`src/rtl/srtf_pkg.sv`:
```
// shared types and constants of the srtf scheduler
// no dependencies; used by srtf_ctrl, srtf_dp and the top level
package srtf_pkg;

  // default configuration
  localparam int unsigned MaxProcsDef = 16;
  localparam int unsigned TimeBitsDef = 16;

  // fixed payload widths
  localparam int unsigned IdW    = 8;
  localparam int unsigned FieldW = 16;

  typedef enum logic {
    OP_LOAD = 1'b0,
    OP_TICK = 1'b1
  } op_e;

  typedef enum logic [3:0] {
    ST_IDLE   = 4'b0001,
    ST_SCAN   = 4'b0010,
    ST_DRAIN  = 4'b0100,
    ST_UPDATE = 4'b1000
  } state_e;

  // controller to datapath
  typedef struct packed {
    logic load;        // write a new table entry (dropped when full)
    logic tick_start;  // start of a tick, clear the search
    logic scan_rd;     // read the entry at the scan pointer
    logic commit;      // retire the tick, fill the result register
  } cmd_t;

  // datapath to controller
  typedef struct packed {
    logic empty;       // no entry loaded
    logic scan_last;   // scan pointer at the last loaded entry
    logic out_free;    // result register can take a result
  } stat_t;

endpackage

```
`src/rtl/srtf_if.sv`:
```
// item channels of the srtf scheduler: load/tick requests and tick results
// depends on nothing
interface srtf_req_if;
  logic        valid;
  logic        ready;
  logic        operation;
  logic [7:0]  process_id;
  logic [15:0] arrival_time;
  logic [15:0] burst_time;

  modport source (output valid, operation, process_id, arrival_time, burst_time,
                  input ready);
  modport sink   (input valid, operation, process_id, arrival_time, burst_time,
                  output ready);
endinterface

interface srtf_rsp_if;
  logic        valid;
  logic        ready;
  logic [15:0] time_now;
  logic        idle;
  logic [7:0]  running_id;
  logic        switched;
  logic        finished;
  logic [15:0] waiting_time;
  logic        all_done;

  modport source (output valid, time_now, idle, running_id, switched, finished,
                  waiting_time, all_done, input ready);
  modport sink   (input valid, time_now, idle, running_id, switched, finished,
                  waiting_time, all_done, output ready);
endinterface

```
`src/rtl/srtf_ram.sv`:
```
// generic single write port ram with registered read
// no dependencies
module srtf_ram #(
  parameter int unsigned Width = 8,
  parameter int unsigned Depth = 16
) (
  input  logic                     clk_i,
  input  logic                     we_i,
  input  logic [$clog2(Depth)-1:0] waddr_i,
  input  logic [Width-1:0]         wdata_i,
  input  logic                     re_i,
  input  logic [$clog2(Depth)-1:0] raddr_i,
  output logic [Width-1:0]         rdata_o
);

  logic [Width-1:0] mem_q [Depth];

  always_ff @(posedge clk_i) begin
    if (we_i) begin
      mem_q[waddr_i] <= wdata_i;
    end
    if (re_i) begin
      rdata_o <= mem_q[raddr_i];
    end
  end

endmodule

```
`src/rtl/srtf_ctrl.sv`:
```
// controller of the srtf scheduler: sequences load, scan and commit
// depends on srtf_pkg
module srtf_ctrl (
  input  logic                clk_i,
  input  logic                rst_ni,
  input  logic                in_valid_i,
  input  logic                in_op_i,
  output logic                in_ready_o,
  input  srtf_pkg::stat_t     stat_i,
  output srtf_pkg::cmd_t      cmd_o
);
  import srtf_pkg::*;

  state_e state_q, state_d;

  always_comb begin
    state_d    = state_q;
    cmd_o      = '0;
    in_ready_o = 1'b0;
    case (state_q)
      ST_IDLE: begin
        in_ready_o = 1'b1;
        if (in_valid_i) begin
          if (op_e'(in_op_i) == OP_TICK) begin
            cmd_o.tick_start = 1'b1;
            state_d = stat_i.empty ? ST_UPDATE : ST_SCAN;
          end else begin
            cmd_o.load = 1'b1;
          end
        end
      end
      ST_SCAN: begin
        cmd_o.scan_rd = 1'b1;
        if (stat_i.scan_last) begin
          state_d = ST_DRAIN;
        end
      end
      ST_DRAIN: begin
        state_d = ST_UPDATE;
      end
      ST_UPDATE: begin
        if (stat_i.out_free) begin
          cmd_o.commit = 1'b1;
          state_d = ST_IDLE;
        end
      end
      default: begin
        state_d = ST_IDLE;
      end
    endcase
  end

  always_ff @(posedge clk_i or negedge rst_ni) begin
    if (!rst_ni) begin
      state_q <= ST_IDLE;
    end else begin
      state_q <= state_d;
    end
  end

endmodule

```
`src/rtl/srtf_dp.sv`:
```
// datapath of the srtf scheduler: process table, min search, time and result register
// depends on srtf_pkg and srtf_ram
module srtf_dp #(
  parameter int unsigned MaxProcs = srtf_pkg::MaxProcsDef,
  parameter int unsigned TimeBits = srtf_pkg::TimeBitsDef
) (
  input  logic                        clk_i,
  input  logic                        rst_ni,
  input  srtf_pkg::cmd_t              cmd_i,
  output srtf_pkg::stat_t             stat_o,
  input  logic [srtf_pkg::IdW-1:0]    process_id_i,
  input  logic [srtf_pkg::FieldW-1:0] arrival_time_i,
  input  logic [srtf_pkg::FieldW-1:0] burst_time_i,
  output logic                        out_valid_o,
  input  logic                        out_ready_i,
  output logic [srtf_pkg::FieldW-1:0] time_now_o,
  output logic                        idle_o,
  output logic [srtf_pkg::IdW-1:0]    running_id_o,
  output logic                        switched_o,
  output logic                        finished_o,
  output logic [srtf_pkg::FieldW-1:0] waiting_time_o,
  output logic                        all_done_o
);
  import srtf_pkg::*;

  localparam int unsigned IdxW  = $clog2(MaxProcs);
  localparam int unsigned CntW  = $clog2(MaxProcs + 1);
  localparam int unsigned WordW = IdW + TimeBits + 2 * FieldW;
  localparam int unsigned CalcW = ((TimeBits > FieldW) ? TimeBits : FieldW) + 2;

  // table word: {id, arrival, burst, remaining}
  logic               we;
  logic [IdxW-1:0]    waddr;
  logic [WordW-1:0]   wdata, rdata;
  logic [IdW-1:0]     rd_id;
  logic [TimeBits-1:0] rd_arr;
  logic [FieldW-1:0]  rd_burst, rd_rem;

  logic [CntW-1:0]     loaded_q, finished_q, finished_d;
  logic [TimeBits-1:0] time_q;
  logic [IdxW-1:0]     prev_q;
  logic                first_q;
  logic [IdxW-1:0]     scan_q, cmp_idx_q;
  logic                cmp_v_q;

  logic                found_q;
  logic [IdxW-1:0]     best_idx_q;
  logic [IdW-1:0]      best_id_q;
  logic [TimeBits-1:0] best_arr_q;
  logic [FieldW-1:0]   best_burst_q, best_rem_q;

  logic                full, take;
  logic [FieldW-1:0]   ld_burst;
  logic [TimeBits-1:0] ld_arr;
  logic [TimeBits+FieldW-1:0] arr_ext, now_ext;
  logic                fin;
  logic [CalcW-1:0]    wait_calc;
  logic [TimeBits-1:0] wait_val;
  logic [TimeBits+FieldW-1:0] wait_ext;

  srtf_ram #(
    .Width (WordW),
    .Depth (MaxProcs)
  ) u_table (
    .clk_i   (clk_i),
    .we_i    (we),
    .waddr_i (waddr),
    .wdata_i (wdata),
    .re_i    (cmd_i.scan_rd),
    .raddr_i (scan_q),
    .rdata_o (rdata)
  );

  assign {rd_id, rd_arr, rd_burst, rd_rem} = rdata;

  // load path: arrival modulo the time range, zero burst taken as one
  assign full     = (loaded_q >= CntW'(MaxProcs));
  assign arr_ext  = {{TimeBits{1'b0}}, arrival_time_i};
  assign ld_arr   = arr_ext[TimeBits-1:0];
  assign ld_burst = (burst_time_i == '0) ? FieldW'(1) : burst_time_i;

  assign fin = found_q && (best_rem_q == FieldW'(1));

  always_comb begin
    we    = 1'b0;
    waddr = loaded_q[IdxW-1:0];
    wdata = {process_id_i, ld_arr, ld_burst, ld_burst};
    if (cmd_i.load && !full) begin
      we = 1'b1;
    end else if (cmd_i.commit && found_q) begin
      we    = 1'b1;
      waddr = best_idx_q;
      wdata = {best_id_q, best_arr_q, best_burst_q, best_rem_q - FieldW'(1)};
    end
  end

  // eligible entry beats the best so far on strictly smaller remaining time
  assign take = cmp_v_q && (rd_arr <= time_q) && (rd_rem != '0)
                && (!found_q || (rd_rem < best_rem_q));

  // waiting time: now - arrival - burst + 1, never above now, clamped at zero
  assign wait_calc = CalcW'(time_q) + CalcW'(1) - CalcW'(best_arr_q) - CalcW'(best_burst_q);
  assign wait_val  = wait_calc[CalcW-1] ? '0 : wait_calc[TimeBits-1:0];
  assign wait_ext  = {{FieldW{1'b0}}, wait_val};
  assign now_ext   = {{FieldW{1'b0}}, time_q};

  assign finished_d = finished_q + CntW'(fin);

  assign stat_o.empty     = (loaded_q == '0);
  assign stat_o.scan_last = (CntW'(scan_q) == loaded_q - CntW'(1));
  assign stat_o.out_free  = !out_valid_o || out_ready_i;

  always_ff @(posedge clk_i or negedge rst_ni) begin
    if (!rst_ni) begin
      loaded_q    <= '0;
      finished_q  <= '0;
      time_q      <= '0;
      prev_q      <= '0;
      first_q     <= 1'b1;
      scan_q      <= '0;
      cmp_v_q     <= 1'b0;
      found_q     <= 1'b0;
      out_valid_o <= 1'b0;
    end else begin
      cmp_v_q <= cmd_i.scan_rd;
      if (cmd_i.load && !full) begin
        loaded_q <= loaded_q + CntW'(1);
        if (loaded_q == '0) begin
          time_q <= ld_arr;
        end
      end
      if (cmd_i.tick_start) begin
        scan_q  <= '0;
        found_q <= 1'b0;
      end else if (cmd_i.scan_rd) begin
        scan_q <= scan_q + IdxW'(1);
      end
      if (take) begin
        found_q <= 1'b1;
      end
      if (out_valid_o && out_ready_i && !cmd_i.commit) begin
        out_valid_o <= 1'b0;
      end
      if (cmd_i.commit) begin
        out_valid_o <= 1'b1;
        finished_q  <= finished_d;
        if (time_q != '1) begin
          time_q <= time_q + TimeBits'(1);
        end
        if (found_q) begin
          first_q <= 1'b0;
          prev_q  <= best_idx_q;
        end
      end
    end
  end

  // payload registers
  always_ff @(posedge clk_i) begin
    cmp_idx_q <= scan_q;
    if (take) begin
      best_idx_q   <= cmp_idx_q;
      best_id_q    <= rd_id;
      best_arr_q   <= rd_arr;
      best_burst_q <= rd_burst;
      best_rem_q   <= rd_rem;
    end
    if (cmd_i.commit) begin
      time_now_o     <= now_ext[FieldW-1:0];
      idle_o         <= !found_q;
      running_id_o   <= found_q ? best_id_q : '0;
      switched_o     <= found_q && (first_q || (prev_q != best_idx_q));
      finished_o     <= fin;
      waiting_time_o <= fin ? wait_ext[FieldW-1:0] : '0;
      all_done_o     <= (finished_d == loaded_q);
    end
  end

endmodule

```
`src/rtl/srtf_preemptive_scheduler.sv`:
```
// top level of the preemptive shortest-remaining-time-first scheduler
// depends on srtf_pkg, srtf_if, srtf_ram, srtf_ctrl and srtf_dp
//
// A load item (operation 0) appends a process (id, arrival, burst) to a table
// of MaxProcs entries; loads into a full table are dropped and a zero burst
// counts as one. The first load sets the clock to its arrival. A tick item
// (operation 1) searches for the least remaining time: the table sits in one
// ram with a single read port, so the search walks the entries one per cycle,
// then a drain state settles the last compare and an update state commits the
// result; with an empty table the tick goes straight to the update state.
// Ties go to the earliest loaded entry. Every tick gives exactly one result;
// loads give none. The result register frees the input side, so the next item
// is taken while a result still waits; a tick stalls in its commit cycle only
// while the previous result is still unread. Time saturates at 2^TimeBits - 1.
module srtf_preemptive_scheduler #(
  parameter int unsigned MaxProcs = srtf_pkg::MaxProcsDef,
  parameter int unsigned TimeBits = srtf_pkg::TimeBitsDef
) (
  input  logic       clk_i,
  input  logic       rst_ni,
  srtf_req_if.sink   req_i,
  srtf_rsp_if.source rsp_o
);
  import srtf_pkg::*;

  cmd_t  cmd;
  stat_t stat;

  // control sequencing
  srtf_ctrl u_ctrl (
    .clk_i      (clk_i),
    .rst_ni     (rst_ni),
    .in_valid_i (req_i.valid),
    .in_op_i    (req_i.operation),
    .in_ready_o (req_i.ready),
    .stat_i     (stat),
    .cmd_o      (cmd)
  );

  // table, search and result register
  srtf_dp #(
    .MaxProcs (MaxProcs),
    .TimeBits (TimeBits)
  ) u_dp (
    .clk_i          (clk_i),
    .rst_ni         (rst_ni),
    .cmd_i          (cmd),
    .stat_o         (stat),
    .process_id_i   (req_i.process_id),
    .arrival_time_i (req_i.arrival_time),
    .burst_time_i   (req_i.burst_time),
    .out_valid_o    (rsp_o.valid),
    .out_ready_i    (rsp_o.ready),
    .time_now_o     (rsp_o.time_now),
    .idle_o         (rsp_o.idle),
    .running_id_o   (rsp_o.running_id),
    .switched_o     (rsp_o.switched),
    .finished_o     (rsp_o.finished),
    .waiting_time_o (rsp_o.waiting_time),
    .all_done_o     (rsp_o.all_done)
  );

  // at most one datapath command per cycle
  assert property (@(posedge clk_i) disable iff (!rst_ni)
    $onehot0({cmd.load, cmd.tick_start, cmd.scan_rd, cmd.commit}))
    else $error("more than one datapath command in a cycle");

  // an idle tick serves nobody
  assert property (@(posedge clk_i) disable iff (!rst_ni)
    (rsp_o.valid && rsp_o.idle) |->
      (!rsp_o.finished && !rsp_o.switched && (rsp_o.running_id == '0)
       && (rsp_o.waiting_time == '0)))
    else $error("idle result carries service fields");

  // a tick keeps the input closed while it runs
  assert property (@(posedge clk_i) disable iff (!rst_ni)
    (req_i.valid && req_i.ready && (op_e'(req_i.operation) == OP_TICK))
      |=> !req_i.ready)
    else $error("input open during a tick");

  // a result is only written in a commit
  assert property (@(posedge clk_i) disable iff (!rst_ni)
    $rose(rsp_o.valid) |-> $past(cmd.commit))
    else $error("result valid without a commit");

endmodule
```
`src/flat_wrapper.sv`:
```
// flat-port wrapper written by rule: the top's interface ports become plain ports
module srtf_preemptive_scheduler_flat import srtf_pkg::*;
#(
  parameter int unsigned MaxProcs = srtf_pkg::MaxProcsDef,
  parameter int unsigned TimeBits = srtf_pkg::TimeBitsDef
)
  (clk_i, rst_ni, req_i_valid, req_i_operation, req_i_process_id, req_i_arrival_time, req_i_burst_time, req_i_ready, rsp_o_valid, rsp_o_time_now, rsp_o_idle, rsp_o_running_id, rsp_o_switched, rsp_o_finished, rsp_o_waiting_time, rsp_o_all_done, rsp_o_ready);
  srtf_req_if req_i_i ();
  srtf_rsp_if rsp_o_i ();
  input  logic clk_i;
  input  logic rst_ni;
  input wire logic [$bits(req_i_i.valid)-1:0] req_i_valid;
  input wire logic [$bits(req_i_i.operation)-1:0] req_i_operation;
  input wire logic [$bits(req_i_i.process_id)-1:0] req_i_process_id;
  input wire logic [$bits(req_i_i.arrival_time)-1:0] req_i_arrival_time;
  input wire logic [$bits(req_i_i.burst_time)-1:0] req_i_burst_time;
  output wire logic [$bits(req_i_i.ready)-1:0] req_i_ready;
  output wire logic [$bits(rsp_o_i.valid)-1:0] rsp_o_valid;
  output wire logic [$bits(rsp_o_i.time_now)-1:0] rsp_o_time_now;
  output wire logic [$bits(rsp_o_i.idle)-1:0] rsp_o_idle;
  output wire logic [$bits(rsp_o_i.running_id)-1:0] rsp_o_running_id;
  output wire logic [$bits(rsp_o_i.switched)-1:0] rsp_o_switched;
  output wire logic [$bits(rsp_o_i.finished)-1:0] rsp_o_finished;
  output wire logic [$bits(rsp_o_i.waiting_time)-1:0] rsp_o_waiting_time;
  output wire logic [$bits(rsp_o_i.all_done)-1:0] rsp_o_all_done;
  input wire logic [$bits(rsp_o_i.ready)-1:0] rsp_o_ready;
  assign req_i_i.valid = req_i_valid;
  assign req_i_i.operation = req_i_operation;
  assign req_i_i.process_id = req_i_process_id;
  assign req_i_i.arrival_time = req_i_arrival_time;
  assign req_i_i.burst_time = req_i_burst_time;
  assign req_i_ready = req_i_i.ready;
  assign rsp_o_valid = rsp_o_i.valid;
  assign rsp_o_time_now = rsp_o_i.time_now;
  assign rsp_o_idle = rsp_o_i.idle;
  assign rsp_o_running_id = rsp_o_i.running_id;
  assign rsp_o_switched = rsp_o_i.switched;
  assign rsp_o_finished = rsp_o_i.finished;
  assign rsp_o_waiting_time = rsp_o_i.waiting_time;
  assign rsp_o_all_done = rsp_o_i.all_done;
  assign rsp_o_i.ready = rsp_o_ready;
  srtf_preemptive_scheduler #(.MaxProcs(MaxProcs), .TimeBits(TimeBits)) u_core (.clk_i(clk_i), .rst_ni(rst_ni), .req_i(req_i_i), .rsp_o(rsp_o_i));
endmodule
```
`config.mk`:
```
export PLATFORM = sky130hd
export DESIGN_NAME = srtf_preemptive_scheduler_flat
export DESIGN_NICKNAME = d
export VERILOG_FILES = /design/src/rtl/srtf_pkg.sv /design/src/rtl/srtf_if.sv /design/src/rtl/srtf_ram.sv /design/src/rtl/srtf_ctrl.sv /design/src/rtl/srtf_dp.sv /design/src/rtl/srtf_preemptive_scheduler.sv /design/src/flat_wrapper.sv
export SDC_FILE = /design/constraint.sdc
export NUM_CORES = 1
export LEC_CHECK = 0
export BUFFER_PORTS_ARGS = -buffer_cell sky130_fd_sc_hd__buf_4
export CAP_MARGIN = 30
export CELL_PAD_IN_SITES_DETAIL_PLACEMENT = 1
export CELL_PAD_IN_SITES_GLOBAL_PLACEMENT = 2
export CORE_AREA = 5 5 361 363
export CTS_CLUSTER_SIZE = 8
export DETAILED_ROUTE_END_ITERATION = 10
export DIE_AREA = 0 0 366 368
export PLACE_DENSITY = 0.61
export SLEW_MARGIN = 15
export SYNTH_ARGS = -nofsm -noshare
export SYNTH_HDL_FRONTEND = slang
export SYNTH_SLANG_ARGS = --single-unit
```
`constraint.sdc`:
```
create_clock -name clk_i -period 11.5 [get_ports clk_i]
set_input_delay 1.725 -clock clk_i [delete_from_list [all_inputs] [get_ports clk_i]]
set_output_delay 1.725 -clock clk_i [all_outputs]
set_load 0.01 [all_outputs]
```
## Word-level counts from Yosys, hierarchy flattened

Memories as Yosys holds them, arrays and structs flattened. A register that Yosys moved wholly into a read port is not among the register bits.
Cells that the tools add are included.

- Add/sub/neg operators: 9
- Magnitude comparators: 3
- Eq/ne operators: 13
- Multiplexer cells: 33
- Bitwise gates (word level): 1
- Reduce and logical (&&, ||, !) cells: 25

Operators by type and width:

| operator | number |
|---|---|
| 56-bit two-way mux | 2 |
| 16-bit two-way mux | 5 |
| 4-bit two-way mux | 9 |
| 17-bit by 16-bit subtractor with 18-bit output | 1 |
| 18-bit by 16-bit subtractor with 18-bit output | 1 |
| 16-bit by 1-bit adder with 17-bit output, second input constant | 1 |
| 16-bit by 1-bit adder with 16-bit output, second input constant | 1 |
| 16-bit by 1-bit == test with 1-bit output, second input constant | 1 |
| 16-bit <= comparator | 1 |
| 16-bit zero test | 1 |
| 16-bit less-than comparator | 1 |
| 16-bit inequality test, second input constant | 1 |
| 4-bit case mux with 4 select lines | 1 |
| 16-bit nonzero test | 1 |
| 16-bit by 1-bit subtractor with 16-bit output, second input constant | 1 |
| 1-bit two-way mux | 14 |
| 1-bit logical AND | 9 |
| 2-bit nonzero test | 3 |
| 5-bit by 1-bit adder with 5-bit output | 1 |
| 5-bit by 1-bit adder with 5-bit output, second input constant | 1 |
| 4-bit by 5-bit == test with 1-bit output | 1 |
| 5-bit == test | 1 |
| 5-bit greater-or-equal comparator, second input constant | 1 |
| 5-bit zero test | 1 |
| 16 further kinds | 24 |

- Register bits: 150
- Memory bits (writable): 896
- Bits of input ports: 45
- Output and inout bits: 46
- Logic and storage cells: 108
- Memories kept: 1

Memories:

| memory | depth | bits a word | read ports | clocked after Yosys merged registers in | wr ports | RTL line | source |
|---|---|---|---|---|---|---|---|
| u_core.u_dp.u_table.mem_q | 16 | 56 | 1 | 1 | 1 | srtf_ram.sv:16 | `logic [Width-1:0] mem_q [Depth];` |

## Logic depth before layout (Yosys ltp)

Gate-level depths: netlist (run 1).

- Depth after elaboration: 9
- Gate-level depth with buffers: 13
- Gate-level depth less buffers: 12

## By module

A second synthesis (run 1) with hierarchy kept.

- Cell total of the unflattened synthesis: 2291
- Area, all modules: 44108.6 um2

By module, submodules not included:

| module | instances | cells each | area an instance (um2) | sequential area each (um2) |
|---|---|---|---|---|
| srtf_ram | 1 | 1445 | 35238.8 | 28587.4 |
| srtf_dp | 1 | 824 | 8634.5 | 4155.2 |
| srtf_ctrl | 1 | 22 | 235.2 | 101.3 |

## Worst setup path before layout (run 1)

Ideal clock, no wire load.

- Path type: reg-to-reg
- From: reg u_core.u_dp.best_rem_q[14]
- To: reg u_core.u_dp.best_arr_q[0], enable pin
- Setup time: 0.578 ns
- Arrival: 6.258 ns
- Data required time: 10.922 ns
- Path slack: 4.664 ns
- Cell stages (with the launch flop): 8
- Path buffers: 0
- Period minus slack after synthesis: 6.836 ns
- Path through: edfxtp_1 > inv_1 > ha_1 > a21oi_1 > nand2_1 > a221o_1 > a311o_1 > a221oi_1

- Word-level cells in the longest chain between the ends: 3

RTL lines:

| what | RTL line | source |
|---|---|---|
| start, declared | srtf_dp.sv:50 | `logic [FieldW-1:0] best_burst_q, best_rem_q;` |
| start signal, assigned | srtf_dp.sv:166 | `best_rem_q <= rd_rem;` |
| 16-bit less-than comparator | srtf_dp.sv:99 | `&& (!found_q \|\| (rd_rem < best_rem_q));` |
| 1-bit logical OR | srtf_dp.sv:99 |  |
| 1-bit logical AND | srtf_dp.sv:99 |  |
| named net u_core.u_dp.take | srtf_dp.sv:52 | `logic full, take;` |
| end signal, assigned | srtf_dp.sv:164 | `best_arr_q <= rd_arr;` |
| end, declared | srtf_dp.sv:49 | `logic [TimeBits-1:0] best_arr_q;` |

The timed path passes the listed nets, and every way through them passes these cells.
A chain may end at the register's enable or synchronous reset.

==> results of run 1 <==
==> cell usage in the layout (no fill, tap or decap), types with 4 or more instances in the layout <==
cell type	count
xor2_1	16
dfrtp_4	4
nor3b_1	4
xnor2_1	33
edfxtp_1	1056
nand2b_1	10
nand3_1	22
clkbuf_1	36
and3_1	6
buf_12	4
a211oi_1	11
fa_1	16
dfrtp_1	36
and2_1	10
a31oi_1	9
buf_2	8
inv_6	4
ha_1	72
inv_16	5
o211ai_1	5
nor2_1	55
nor2_4	16
clkbuf_16	159
a21oi_1	34
nand4_1	14
dfxtp_1	4
nor3_1	15
o21ai_0	38
mux4_2	280
buf_4	135
nor4_1	12
inv_1	78
a21o_1	6
nand2_1	155
==> through the flow <==
stage	area (um^2)	setup WS, ps	power [mW]
after floorplan	44000	4660	5.95
after global placement	46900	5450	6.44
after detailed placement	47000	5320	6.49
after CTS	51300	6090	10.7
after global routing	51400	5980	11.0
final	51400	6240	10.5
==> registers in the layout, summed over array words and instances, names as in the netlist, 16 cells and up <==
name / cells
u_core.u_dp.time_q: 16
u_core.u_dp.time_now_o: 16
u_core.u_dp.best_arr_q: 16
u_core.u_dp.best_burst_q: 16
u_core.u_dp.u_table.rdata_o: 56
u_core.u_dp.waiting_time_o: 16
u_core.u_dp.u_table.mem_q: 896
u_core.u_dp.best_rem_q: 16
==> layer usage <==
| layer | up-vias | GRT usage (%) | part of all wire (%) |
|---|---|---|---|
| li1 | 9231 | - | - |
| met1 | 11800 | 23.5 | 45 |
| met2 | 559 | 27.2 | 48 |
| met3 | 145 | 3.25 | 5.0 |
| met4 | 0 | 4.07 | 1.6 |
| met5 | - | 0 | 0 |
==> kinds of logic after synthesis <==
family,synth area share (%)
compound gates,2.09
flops,74.6
simple gates,3.59
mux,14.4
fa+ha+maj,2.77
xor+xnor,0.975
buf+inv,1.54
==> worst max path at each step <==
stage | from | to | cells after the start
finish | rsp_o_ready | u_core.u_dp.u_table.mem_q[12][19] | 9
global route | rsp_o_ready | u_core.u_dp.u_table.mem_q[12][19] | 9
CTS | rsp_o_ready | u_core.u_dp.u_table.mem_q[8][19] | 9
detailed placement | rsp_o_ready | u_core.u_dp.u_table.mem_q[8][2] | 9
global placement | rsp_o_ready | u_core.u_dp.u_table.mem_q[8][2] | 9
floorplan | u_core.u_dp.best_rem_q[14] | u_core.u_dp.best_arr_q[0] | 7
==> where the power goes <==
part	switching, mW	internal [mW]	total, mW
logic	0.921	0.699	1.62
clock network	1.63	2.48	4.11
registers	0.142	4.63	4.77
==> Yosys cell counts, drive strengths merged (3+ instances only) <==
library cell / number
nor4: 14
nand3: 23
dfxtp: 4
a21oi: 35
buf: 36
and4: 3
o21ai: 41
xnor2: 33
and3: 6
nand2b: 10
nor2: 72
nor3: 16
a211oi: 11
clkbuf: 55
mux4: 280
o21a: 3
dfrtp: 40
ha: 72
a31oi: 9
a311oi: 3
a41oi: 4
inv: 79
o211ai: 5
xor2: 16
nand4: 14
edfxtp: 1056
nand2: 157
a21o: 6
nor3b: 4
and2: 10
fa: 16
o31ai: 3
==> final cells by class <==
cell class	instances	area, um^2	share of cell area, %
sequential	1102	32900	64.0
multi-input combinational	899	10600	20.7
clock inverter	13	184	0.358
timing repair buffer	149	1190	2.31
clock buffer	195	4110	8.01
tap	1662	2080	4.05
inverter	79	302	0.587
==> critical path, cell delays in order <==
cell and delay [ps]:
buf_4 80, nand2b_1 140, nand2b_1 350, inv_6 530, nand2_2 550, nor2_1 310, a32oi_1 310, nor2_4 660
buf_4 850
==> results, run 1 <==
- The count of standard-cell rows is 131.
- The end point of the worst hold path is u_core.u_dp.best_idx_q[1].
- The layout cell share with drive strength beyond 1 is 26.3%.
- The final route contains 21700 vias.
- After filler insertion, the fill cell instance count of the layout stands at 12000.
- Summed over all nets, the half-perimeter wirelength after detailed placement is 64500 um.
- The average size of a mapped cell is 20.3 um^2.
- The first-pass iteration count of the detailed router is 5.
- The number of flops mapped to enable cells by yosys is 1056.
- The worst slew margin relative to its limit is 27.9%.
- The share of synthesized flip-flops with an asynchronous set or reset is 3.81%.
- Across the routed clock network, the largest skew measured is 28.0 ps.
- Setup repair after global routing left no endpoint under its margin.
- Counting along the longest clock path gives a buffer depth of 3.
- Of all nets on the critical path, the largest fanout is 52.
- At the end of routability-driven placement, the weighted congestion stood at 0.726.
- The max-cap check violation count is 0.
- The initial antenna violation count was 1.
- The die covers 135000 um^2.
- The clock transition at the registers of the reported paths is 50 ps.
- Yosys printed 0 warnings.
- The H-tree was split into 4 levels.
- After detailed routing, the average wire length per cell comes to 27.6 um.
- After layout, the worst path uses 45.7% of the clock period.
- The worst hold path was traced through 0 stages.
- In the routed design, unresolved DRC markers number 0.
- The transition time at the pin with the least slew margin is 1080 ps.
- During I/O placement, the number of pins put on the boundary was 91.
- The launching point of the worst reg2reg path is u_core.u_ctrl.state_q[1].
- The clock latency reported for the late side of the worst-skew pair is 750 ps.
- The smallest clock period supported by the final layout is computed as 5260 ps.
- The first-pass GRT wire length is 166000 um.
- The worst setup path is of the input port to register kind.
- TritonCTS built the clock tree.
- In the synthesized netlist, the number of instances is 2171.
- For this run, the post-layout net count is 2520.
- In the routed layout, each cell is associated on average with a via count of 5.30.
- Counting every sink on the clock net gives 1102.
- The library cell used as clock root buffer is clkbuf_16.
- The buffer count from post-CTS setup fixing is 0.
- By area the synthesized netlist is led by edfxtp_1 72%, mux4_2 14%, dfrtp_1 2.3%.
- In this run the critical register-to-register path is captured at u_core.u_dp.u_table.mem_q[12][19].
- The total wire length after detailed routing is 113000 um.
- The worst endpoint data arrival time is 5590 ps.
- The number of hold buffers added after CTS was 0.
- The initial utilization of the core area, before any placement, comes to 34.7%.
- The achievable frequency is 190 MHz.
- The reg-to-reg setup timing slack is 6390 ps.
- The number of flip-flops and latches in the synthesized netlist is 1102.
- Dividing total power by cell area gives a power density of 204 nW/um^2.
- The setup violation total in the final timing report is 0.
- The sum of overflow across all layers after global routing is 0.
- The finished layout holds 4099 standard cells, fillers aside.
- The number of cell instances on the worst register-to-register path is 8.
- Of all cell types, the one taking the most synthesized area is edfxtp_1.
- The post-synthesis instance area is 44000 um^2.
- The count of endpoints failing hold in the final timing report is 0.
- Summed over its instances, the top area cell type makes up 72.0% of the synthesized netlist area.
- The leakage component of the power is 16.6 nW.
- Entering global routing, the biggest net connects 135 pins.
- The area of the core region is 127000 um^2.
- The peak supply drop is 0.148 mV.
- The count of input and output buffers is 90.
- The path class of the lowest-slack min-delay path is register to register.
- The setup TNS is 0 ps.
- The element type at the critical path start is an input port.
- For the worst setup path, the data required time is 11840 ps.
- The area growth from synthesis to layout is 16.7%.
- The launch point of the worst hold path is u_core.u_dp.cmp_idx_q[1].
- The utilization after layout is 40.5%.
- Hold is met by 398 ps.
- For this run, the leading register cell type out of synthesis is edfxtp_1.
- The vertical die dimension is 368 um.
- The number of antenna repair diodes is 0.
- The element type at the critical path end is a register.
- The DRC marker count from the first detailed-route iteration is 1915.
- The number of nets with antenna violations after detailed routing is 0.
- Of the synthesized area, sequential elements account for 74.6%.
- The total instance count after detailed placement is 3885.
- The die span in x is 366 um.
- Across every metal layer, demand over resource in global routing totals 16.8%.
- The post-cts resize count is 0.
- The number of nets in the synthesized netlist is 2304.
- The max-slew violation total from the final report came to 0.
- The flow ran to the end, and the final reports show no timing, DRC or antenna violations.
- The netlist uses 69 different library cells.
- The via count of the first global-routing pass is 23600.
- The number of CTS-inserted buffers is 156.
Note: power is estimated with default switching activity, not from simulation.
==> inputs of run 2 (changes only) <==
--- a/config.mk
+++ b/config.mk
@@ -5,15 +5,16 @@
 export SDC_FILE = /design/constraint.sdc
 export NUM_CORES = 1
 export LEC_CHECK = 0
+export ABC_AREA = 1
 export BUFFER_PORTS_ARGS = -buffer_cell sky130_fd_sc_hd__buf_4
 export CAP_MARGIN = 30
 export CELL_PAD_IN_SITES_DETAIL_PLACEMENT = 1
 export CELL_PAD_IN_SITES_GLOBAL_PLACEMENT = 2
-export CORE_AREA = 5 5 361 363
+export CORE_AREA = 5 5 366 368
 export CTS_CLUSTER_SIZE = 8
 export DETAILED_ROUTE_END_ITERATION = 10
-export DIE_AREA = 0 0 366 368
-export PLACE_DENSITY = 0.61
+export DIE_AREA = 0 0 371 373
+export PLACE_DENSITY = 0.66
 export SLEW_MARGIN = 15
 export SYNTH_ARGS = -nofsm -noshare
 export SYNTH_HDL_FRONTEND = slang
==> constraint.sdc (replaced) <==
create_clock -name clk_i -period 5.24 [get_ports clk_i]
set_input_delay 0.786 -clock clk_i [delete_from_list [all_inputs] [get_ports clk_i]]
set_output_delay 0.786 -clock clk_i [all_outputs]
set_load 0.01 [all_outputs]
==> run 2 against run 1 <==
Non-clock buffer count is 19 higher; first-iteration DRC count is 20% higher; die area is 2.7% higher; setup slack worse by 4500 ps; count of clock-buffer cells in the layout is 12 lower; global-route usage is 2.6 points higher; highest routed layer unchanged; flip-flop and latch count stayed put; area after synthesis is 2.7% higher; critical endpoint is now u_core.u_dp.u_table.mem_q[12][33]; combinational power grew to 4.6 times the previous value; sequential share of layout area is 1.4 points lower.
==> results, run 2 <==
- The sequential area share after synthesis is 72.6%.
- The layout cell share with drive strength beyond 1 is 10.8%.
- The largest net degree at the start of global routing is 143.
- Relative to the synthesized area, the layout overhead comes to 16.2%.
- The worst slew margin relative to its limit is 31.8%.
- After clock tree synthesis, the clock-pin slew on the worst setup and hold paths is 60 ps.
- The wire-length estimate of the detail-placed layout is 74000 um.
- For this run, the number of Yosys warnings is 0.
- Power comes to 27.6 mW.
- Setup repair after global routing left no endpoint under its margin.
- The top cell type's share of synthesized area is 70.1%.
- Of all cell types, the one taking the most synthesized area is edfxtp_1.
- The initial antenna violation count is 1.
- The via count of the first global-routing pass came to 30400.
- Of the available clock period, the critical path in the final layout requires 66.7%.
- After technology mapping, the gate count stands at 3480.
- The congestion estimate from routability-driven global placement came to 0.758.
- The clock sink count is 1102.
- Setup violations remaining at the end of the flow were counted as 0.
- After the first detailed-routing iteration, the DRC count stood at 2290.
- The largest register by flop count is u_core.u_dp.u_table.mem_q.
- The buffer count from post-CTS setup fixing is 0.
- The number of CTS-inserted buffers is 156.
- For the pin with the worst max-slew slack, the measured transition is 1020 ps.
- In this run the power density over the cells is 525 nW/um^2.
- The tree is rooted in a clkbuf_16.
- The average size of a mapped cell is 13.0 um^2.
- Ranked by total cell area, the synthesized netlist is headed by edfxtp_1 70%, o21ai_0 5.8%, nor2_1 4.4%.
- The path type of the worst setup path is register to register.
- The element type at the critical path start is a register.
- The hold buffer count at cts is 0.
- For this block, the via count after detailed routing is 29100.
- The first detailed-routing pass ran for 5 iterations.
- The required time of the worst setup path is 5630 ps.
- The leakage component of the power is 18.1 nW.
- The path class of the lowest-slack min-delay path is input port to asynchronous set/reset pin.
- In this run, post-CTS repair resized a total of 0 instances.
- The total instance count after detailed placement is 5198.
- The clock latency reported for the late side of the worst-skew pair is 740 ps.
- Clock skew on the completed layout was measured at 22.9 ps.
- In this run the worst path has a maximum fanout of 20.
- TritonCTS built the clock tree.
- Summed over all failing endpoints, the final setup total negative slack is 0 ps.
- The count of input and output buffers is 90.
- For this run the aggregate overflow at the end of global routing stands at 0.
- The clock tree buffer depth is 3.
- The worst-case IR drop observed on VDD is 0.364 mV.
- The H-tree generated during clock tree synthesis spans 4 levels.
- The number of nets with antenna violations after detailed routing is 0.
- The final routed wire length divided by cell count is 25.2 um.
- In this run, distinct cell masters in the synthesized netlist total 49.
- In the post-synthesis netlist, the cell with the most instances is edfxtp_1.
- The achievable frequency is 286 MHz.
- The finished cells cover 52500 um^2.
- The global routing usage summed across all routing layers is 19.4%.
- STA classifies the critical path endpoint as a register.
- The initial utilization of the core area, before any placement, comes to 34.7%.
- The die covers 138000 um^2.
- Sorting the synthesized cells by how often they occur yields 1056 x edfxtp_1, 535 x nor2_1, 520 x o21ai_0.
- After synthesis the netlist holds a flip-flop and latch count of 1102.
- The total I/O pin count is 91.
- The run finished with clean final reports.
- After detailed routing, the number of remaining DRC violations is 0.
- The finished layout holds 5398 standard cells, fillers aside.
- The share of synthesized flip-flops with an asynchronous set or reset is 3.81%.
- Row generation in the floorplan step produced 133 rows.
- In this run the vertical extent of the chip is 373 um.
- The count of endpoints failing hold in the final timing report is 0.
- Measured along the x axis, the die boundary spans 371 um.
- The number of flops mapped to enable cells by yosys is 1056.
- The most frequent standard cell in the layout excluding fill and tap cells is edfxtp_1.
- The instance area after placement is 48300 um^2.
- The number of flip-flops under the largest register name is 896.
- The max-slew violation total from the final report is 0.
- Counting cells, the worst reg-to-reg path comes to 9.
- Once layout is complete, the utilization of the core stands at 40.3%.
- The most frequently used flop master after synthesis is edfxtp_1.
- The synthesized netlist net count is 3613.
- The top cell types in the final layout, fill and taps aside, are 1056 x edfxtp_1, 519 x nor2_1, 518 x o21ai_0, 345 x nand2_1, 159 x clkbuf_16.
- The via density per instance is 5.39.
- The largest registers in the layout are u_core.u_dp.u_table.mem_q x896, u_core.u_dp.u_table.rdata_o x56.
- The total wire length after detailed routing is 136000 um.
- The first-pass GRT wire length is 201000 um.
- Across the run, the number of max-cap violations was 0.
- The post-layout net count is 3736.
- The worst endpoint data arrival time is 3890 ps.
- The final critical path time including I/O delays and setup is 3500 ps.
- The area of the core region is 130000 um^2.
- The post-synthesis instance area is 45200 um^2.
## run 2: cell count changes after synthesis, sizes merged, moves of 13 or more
cell,before,now
buf,36,49
clkbuf,55,154
inv,79,151
mux4,280,0
nand2,157,351
nand3,23,76
nor2,72,538
o211ai,5,76
o21ai,41,529
o221ai,1,148
o22ai,2,77
xnor2,33,8
xor2,16,30
## run 2: through the flow
step	hold slack, ps	setup slack, ps
after floorplan	368	28.1
after global placement	388	1300
after detailed placement	398	1300
after CTS	58.2	1710
after global routing	101	1420
final	90.3	1740
## run 2: cell families (layout without fill, tap and decap cells)
kind of cell / after synthesis / in the layout / share of synthesized area [%]
AO/OA/AOI/OAI: 885 / 885 / 11.8
XOR/XNOR: 38 / 38 / 0.736
adder cells (fa/ha/maj): 88 / 88 / 2.70
buffers and inverters: 355 / 517 / 3.13
flip-flops: 1102 / 1102 / 72.6
multiplexers: 5 / 5 / 0.111
other: 0 / 1 / 0
AND/OR/NAND/NOR: 1007 / 1007 / 8.94
## run 2: power by group
group          internal (mW)  total, mW  switching, mW
clock network           5.45       9.08           3.63
logic                   2.33       7.40           5.07
registers               10.6       11.1          0.539
## run 2: worst paths after layout
path | slack, ps | from | to
max reg2reg | 1740 | u_core.u_dp.found_q | u_core.u_dp.u_table.mem_q[12][33]
min | 90 | rst_ni | u_core.u_dp.loaded_q[2]
max in group asynchronous | 4660 | rst_ni | u_core.u_dp.scan_q[2]
min reg2reg | 400 | u_core.u_dp.cmp_idx_q[1] | u_core.u_dp.best_idx_q[1]
max | 1740 | u_core.u_dp.found_q | u_core.u_dp.u_table.mem_q[12][33]
min in group clk_i | 360 | req_i_arrival_time[12] | u_core.u_dp.time_q[12]
## run 2: metal layers
layer | vias to the layer above | wire [um] | global-route usage, % | share of wire [%]
met1 | 15200 | 63100 | 27.4 | 46
met5 | - | 0 | 0 | 0
met4 | 0 | 3010 | 5.35 | 2.2
met3 | 185 | 6120 | 3.05 | 4.5
li1 | 13100 | - | - | -
met2 | 678 | 63700 | 31.1 | 47
## run 2: critical path, stage by stage (launching register included)
cell	delay, ps
dfrtp_1	560
inv_1	300
nor2_8	130
inv_2	330
buf_4	330
nand2_1	130
o21ai_4	90
nand3_2	250
nor2_4	550
buf_4	430
## run 2: area by class of cell
| cell class | count | area (um^2) |
|---|---|---|
| fillers | 13500 | 77900 |
| flip-flops and latches | 1102 | 32900 |
| multi-input cells | 2023 | 11100 |
| clock buffers | 183 | 4070 |
| well taps | 1755 | 2200 |
| repair buffers | 168 | 1530 |
| inverters | 152 | 596 |
| clock inverters | 14 | 206 |
| diodes | 1 | 2.50 |
==> inputs of run 3 (changes only) <==
--- a/config.mk
+++ b/config.mk
@@ -5,16 +5,16 @@
 export SDC_FILE = /design/constraint.sdc
 export NUM_CORES = 1
 export LEC_CHECK = 0
-export ABC_AREA = 1
+export ABC_AREA = 0
 export BUFFER_PORTS_ARGS = -buffer_cell sky130_fd_sc_hd__buf_4
 export CAP_MARGIN = 30
 export CELL_PAD_IN_SITES_DETAIL_PLACEMENT = 1
 export CELL_PAD_IN_SITES_GLOBAL_PLACEMENT = 2
-export CORE_AREA = 5 5 366 368
+export CORE_AREA = 5 5 361 363
 export CTS_CLUSTER_SIZE = 8
 export DETAILED_ROUTE_END_ITERATION = 10
-export DIE_AREA = 0 0 371 373
-export PLACE_DENSITY = 0.66
+export DIE_AREA = 0 0 366 368
+export PLACE_DENSITY = 0.61
 export SLEW_MARGIN = 15
 export SYNTH_ARGS = -nofsm -noshare
 export SYNTH_HDL_FRONTEND = slang
==> constraint.sdc (replaced) <==
create_clock -name clk_i -period 3.59 [get_ports clk_i]
set_input_delay 0.5385 -clock clk_i [delete_from_list [all_inputs] [get_ports clk_i]]
set_output_delay 0.5385 -clock clk_i [all_outputs]
set_load 0.01 [all_outputs]
==> run 3 against run 2 <==
Via count is 24% lower; cell count down 23%; final area fell by 0.26%; sequential power up 37%; global-route usage down 2.3 points; combinational power fell by 24%; wire length down 16%; critical path type unchanged.
==> results, run 3 (synthesized netlist as in run 1, its figures left out) <==
- For the pin with the worst max-slew slack, the measured transition is 945 ps.
- The path type of the worst setup path is register to register.
- The effective utilization at floorplan is 34.7%.
- On the worst path, the slowest cell contributes a delay of 490 ps.
- The layout cell share with drive strength beyond 1 is 28.5%.
- The total I/O pin count is 91.
- In this design, the largest share of critical-path delay is due to adder cells.
- The number of instances on the worst hold path is 2.
- Leaving out filler cells and counting taps, the final layout contains 4165.
- Clock skew on the completed layout was measured at 37.1 ps.
- The first-pass GRT wire length is 169000 um.
- The number of CTS-inserted buffers is 156.
- The master of the slowest instance on the critical path is fa_1.
- Global routing used 2.86% of the available met3 tracks.
- The met1 routing resource usage after global routing is 23.8%.
- The H-tree level count is 4.
- VDD sags by at most 0.447 mV.
- In the final layout, the registers with the most flip-flops are u_core.u_dp.u_table.mem_q x896, u_core.u_dp.u_table.rdata_o x56.
- The clock tree buffer depth is 3.
- The via count is 22000.
- Clock latency on the worst-skew pair, taken at its later pin, is 750 ps.
- The HPWL after detailed placement is 70000 um.
- The critical path goes through ha_1 > inv_1 > fa_1 > ha_1 > inv_1 > fa_1 > nand2b_1 > a21oi_2 > o2111ai_1 > a31oi_2 > o221ai_2 > buf_4 > nor2_1.
- The number of flip-flops under the largest register name is 896.
- The endpoint identified for the worst register-to-register timing path is u_core.u_dp.waiting_time_o[11].
- The die span in x is 366 um.
- The worst path in the final design needs a cycle of 3420 ps, including I/O delays and setup.
- The first-pass iteration count of the detailed router is 5.
- The start point of the critical path is u_core.u_dp.best_burst_q[1].
- The setup violation total in the final timing report is 0.
- The required time of the worst setup path is 4180 ps.
- The number of cell instances on the worst register-to-register path is 13.
- The die covers 135000 um^2.
- Of all nets on the critical path, the largest fanout is 15.
- The ratio of total power to cell area is 646 nW/um^2.
- The leakage component of the power is 17.0 nW.
- The count of endpoints failing hold in the final timing report is 0.
- For met2 alone, demand over resource in global routing was 28.1%.
- The DRC violations left is 0.
- The top cell types in the final layout, fill and taps aside, are 1056 x edfxtp_1, 280 x mux4_2, 170 x buf_4, 157 x clkbuf_16, 155 x nand2_1.
- The final routed wire length divided by cell count is 27.5 um.
- The launch point of the worst hold path is req_i_arrival_time[0].
- After clock tree synthesis, the clock-pin slew on the worst setup and hold paths is 50 ps.
- Headroom to the max-slew limit came out at 37.0%.
- Entering global routing, the biggest net connects 88 pins.
- The max-slew violation total from the final report is 0.
- The area growth from synthesis to layout is 19.0%.
- The path class of the lowest-slack min-delay path is input port to register.
- The global routing usage summed across all routing layers is 17.1%.
- The largest register by flop count is u_core.u_dp.u_table.mem_q.
- In the final layout, the multi-input gates occupy 10700 um^2.
- Max-cap violations in this run came to 0.
- In the finished design, the share of the clock period the worst path needs comes to 95.2%.
- The register area is 32900 um^2.
- Derived from the worst setup path, the maximum achievable clock frequency is 293 MHz.
- The tree built by TritonCTS fans out to 1102 sinks.
- After detailed routing, the total wire length is 115000 um.
- The launching point of the worst reg2reg path is u_core.u_dp.best_burst_q[1].
- Global routing finished with a remaining overflow of 0.
- In this run the standard cell core region covers 127000 um^2.
- The run finished with clean final reports.
- After global routing, the most crowded layer is met2.
- The vertical die dimension is 368 um.
- The element type at the critical path start is a register.
- The cell sitting at the root of the clock tree is a clkbuf_16.
- The total instance count after detailed placement is 3958.
- The most frequent standard cell in the layout excluding fill and tap cells is edfxtp_1.
- The number of nets with antenna violations after detailed routing is 0.
- The via count of the first global-routing pass came to 24300.
- The net count of the finished layout is 2591.
- The count of standard-cell rows is 131.
- The final total power is 33.9 mW.
- The count of input and output buffers is 90.
- For hold timing, the worst endpoint is u_core.u_dp.time_q[0].
- The fill cell total of the finished layout is 12000.
- For flop-to-flop paths, the worst setup slack is 170 ps.
- The initial antenna violation count is 8.
- The worst setup path is captured at a register.
- The via density per instance is 5.29.
- The tightest hold margin is 68.3 ps.
- The worst endpoint data arrival time is 4010 ps.
- Routability-driven placement finished with a final weighted congestion of 0.758.
- The critical path contains buffers and inverters numbering 3 combined.
- In this run, the number of DRC markers left after iteration 0 of detailed routing was 1791.
- TritonCTS built the clock tree.
## run 3: what timing repair did
action,in CTS,in global routing
endpoints found under the setup margin,16,57
pin swaps,0,2
hold endpoints to repair,41,0
hold buffers,2,0
resized for setup,2,0
cloned,0,0
setup buffers,0,2
## run 3: where the power goes
part           internal (mW)  switching, mW  leakage [nW]
sequential              14.8          0.405          10.0
combinational           2.48           3.12          4.91
clock                   7.82           5.23          2.06
total                   25.1           8.76          17.0
## run 3: per-stage QoR
stage | setup slack, ps | instance area (um^2) | setup TNS [ps] | util, %
floorplan | -412 | 44200 | -79950 | -
detailed placement | -55.3 | 48100 | -526 | 38.0
CTS | 49.5 | 52400 | 0 | 41.3
global route | -9.89 | 52400 | -30.4 | 41.4
global placement | -79.3 | 48100 | -918 | 38.0
finish | 173 | 52400 | 0 | 41.4
## run 3: worst max path at each step
stage / end / depth (start not counted)
after global placement: u_core.u_dp.waiting_time_o[13] / 13
after global routing: u_core.u_dp.waiting_time_o[4] / 13
final: u_core.u_dp.waiting_time_o[11] / 13
after CTS: u_core.u_dp.u_table.mem_q[11][50] / 8
after floorplan: u_core.u_dp.u_table.mem_q[11][0] / 8
after detailed placement: u_core.u_dp.waiting_time_o[11] / 13
## run 3: metal layers
layer  part of all wire [%]  up-vias
li1                       -     9358
met1                     45    11900
met2                     49      593
met3                    4.5      154
met4                    1.9        0
met5                      0        -
## run 3: area by class of cell
| class | instances | share of cell area, % |
|---|---|---|
| Multi-Input combinational cell | 899 | 20.4 |
| Clock inverter | 14 | 0.377 |
| Clock buffer | 187 | 7.71 |
| Tap cell | 1662 | 3.97 |
| Antenna cell | 2 | 0.00955 |
| Timing Repair Buffer | 220 | 4.31 |
| Sequential cell | 1102 | 62.7 |
| Inverter | 79 | 0.575 |
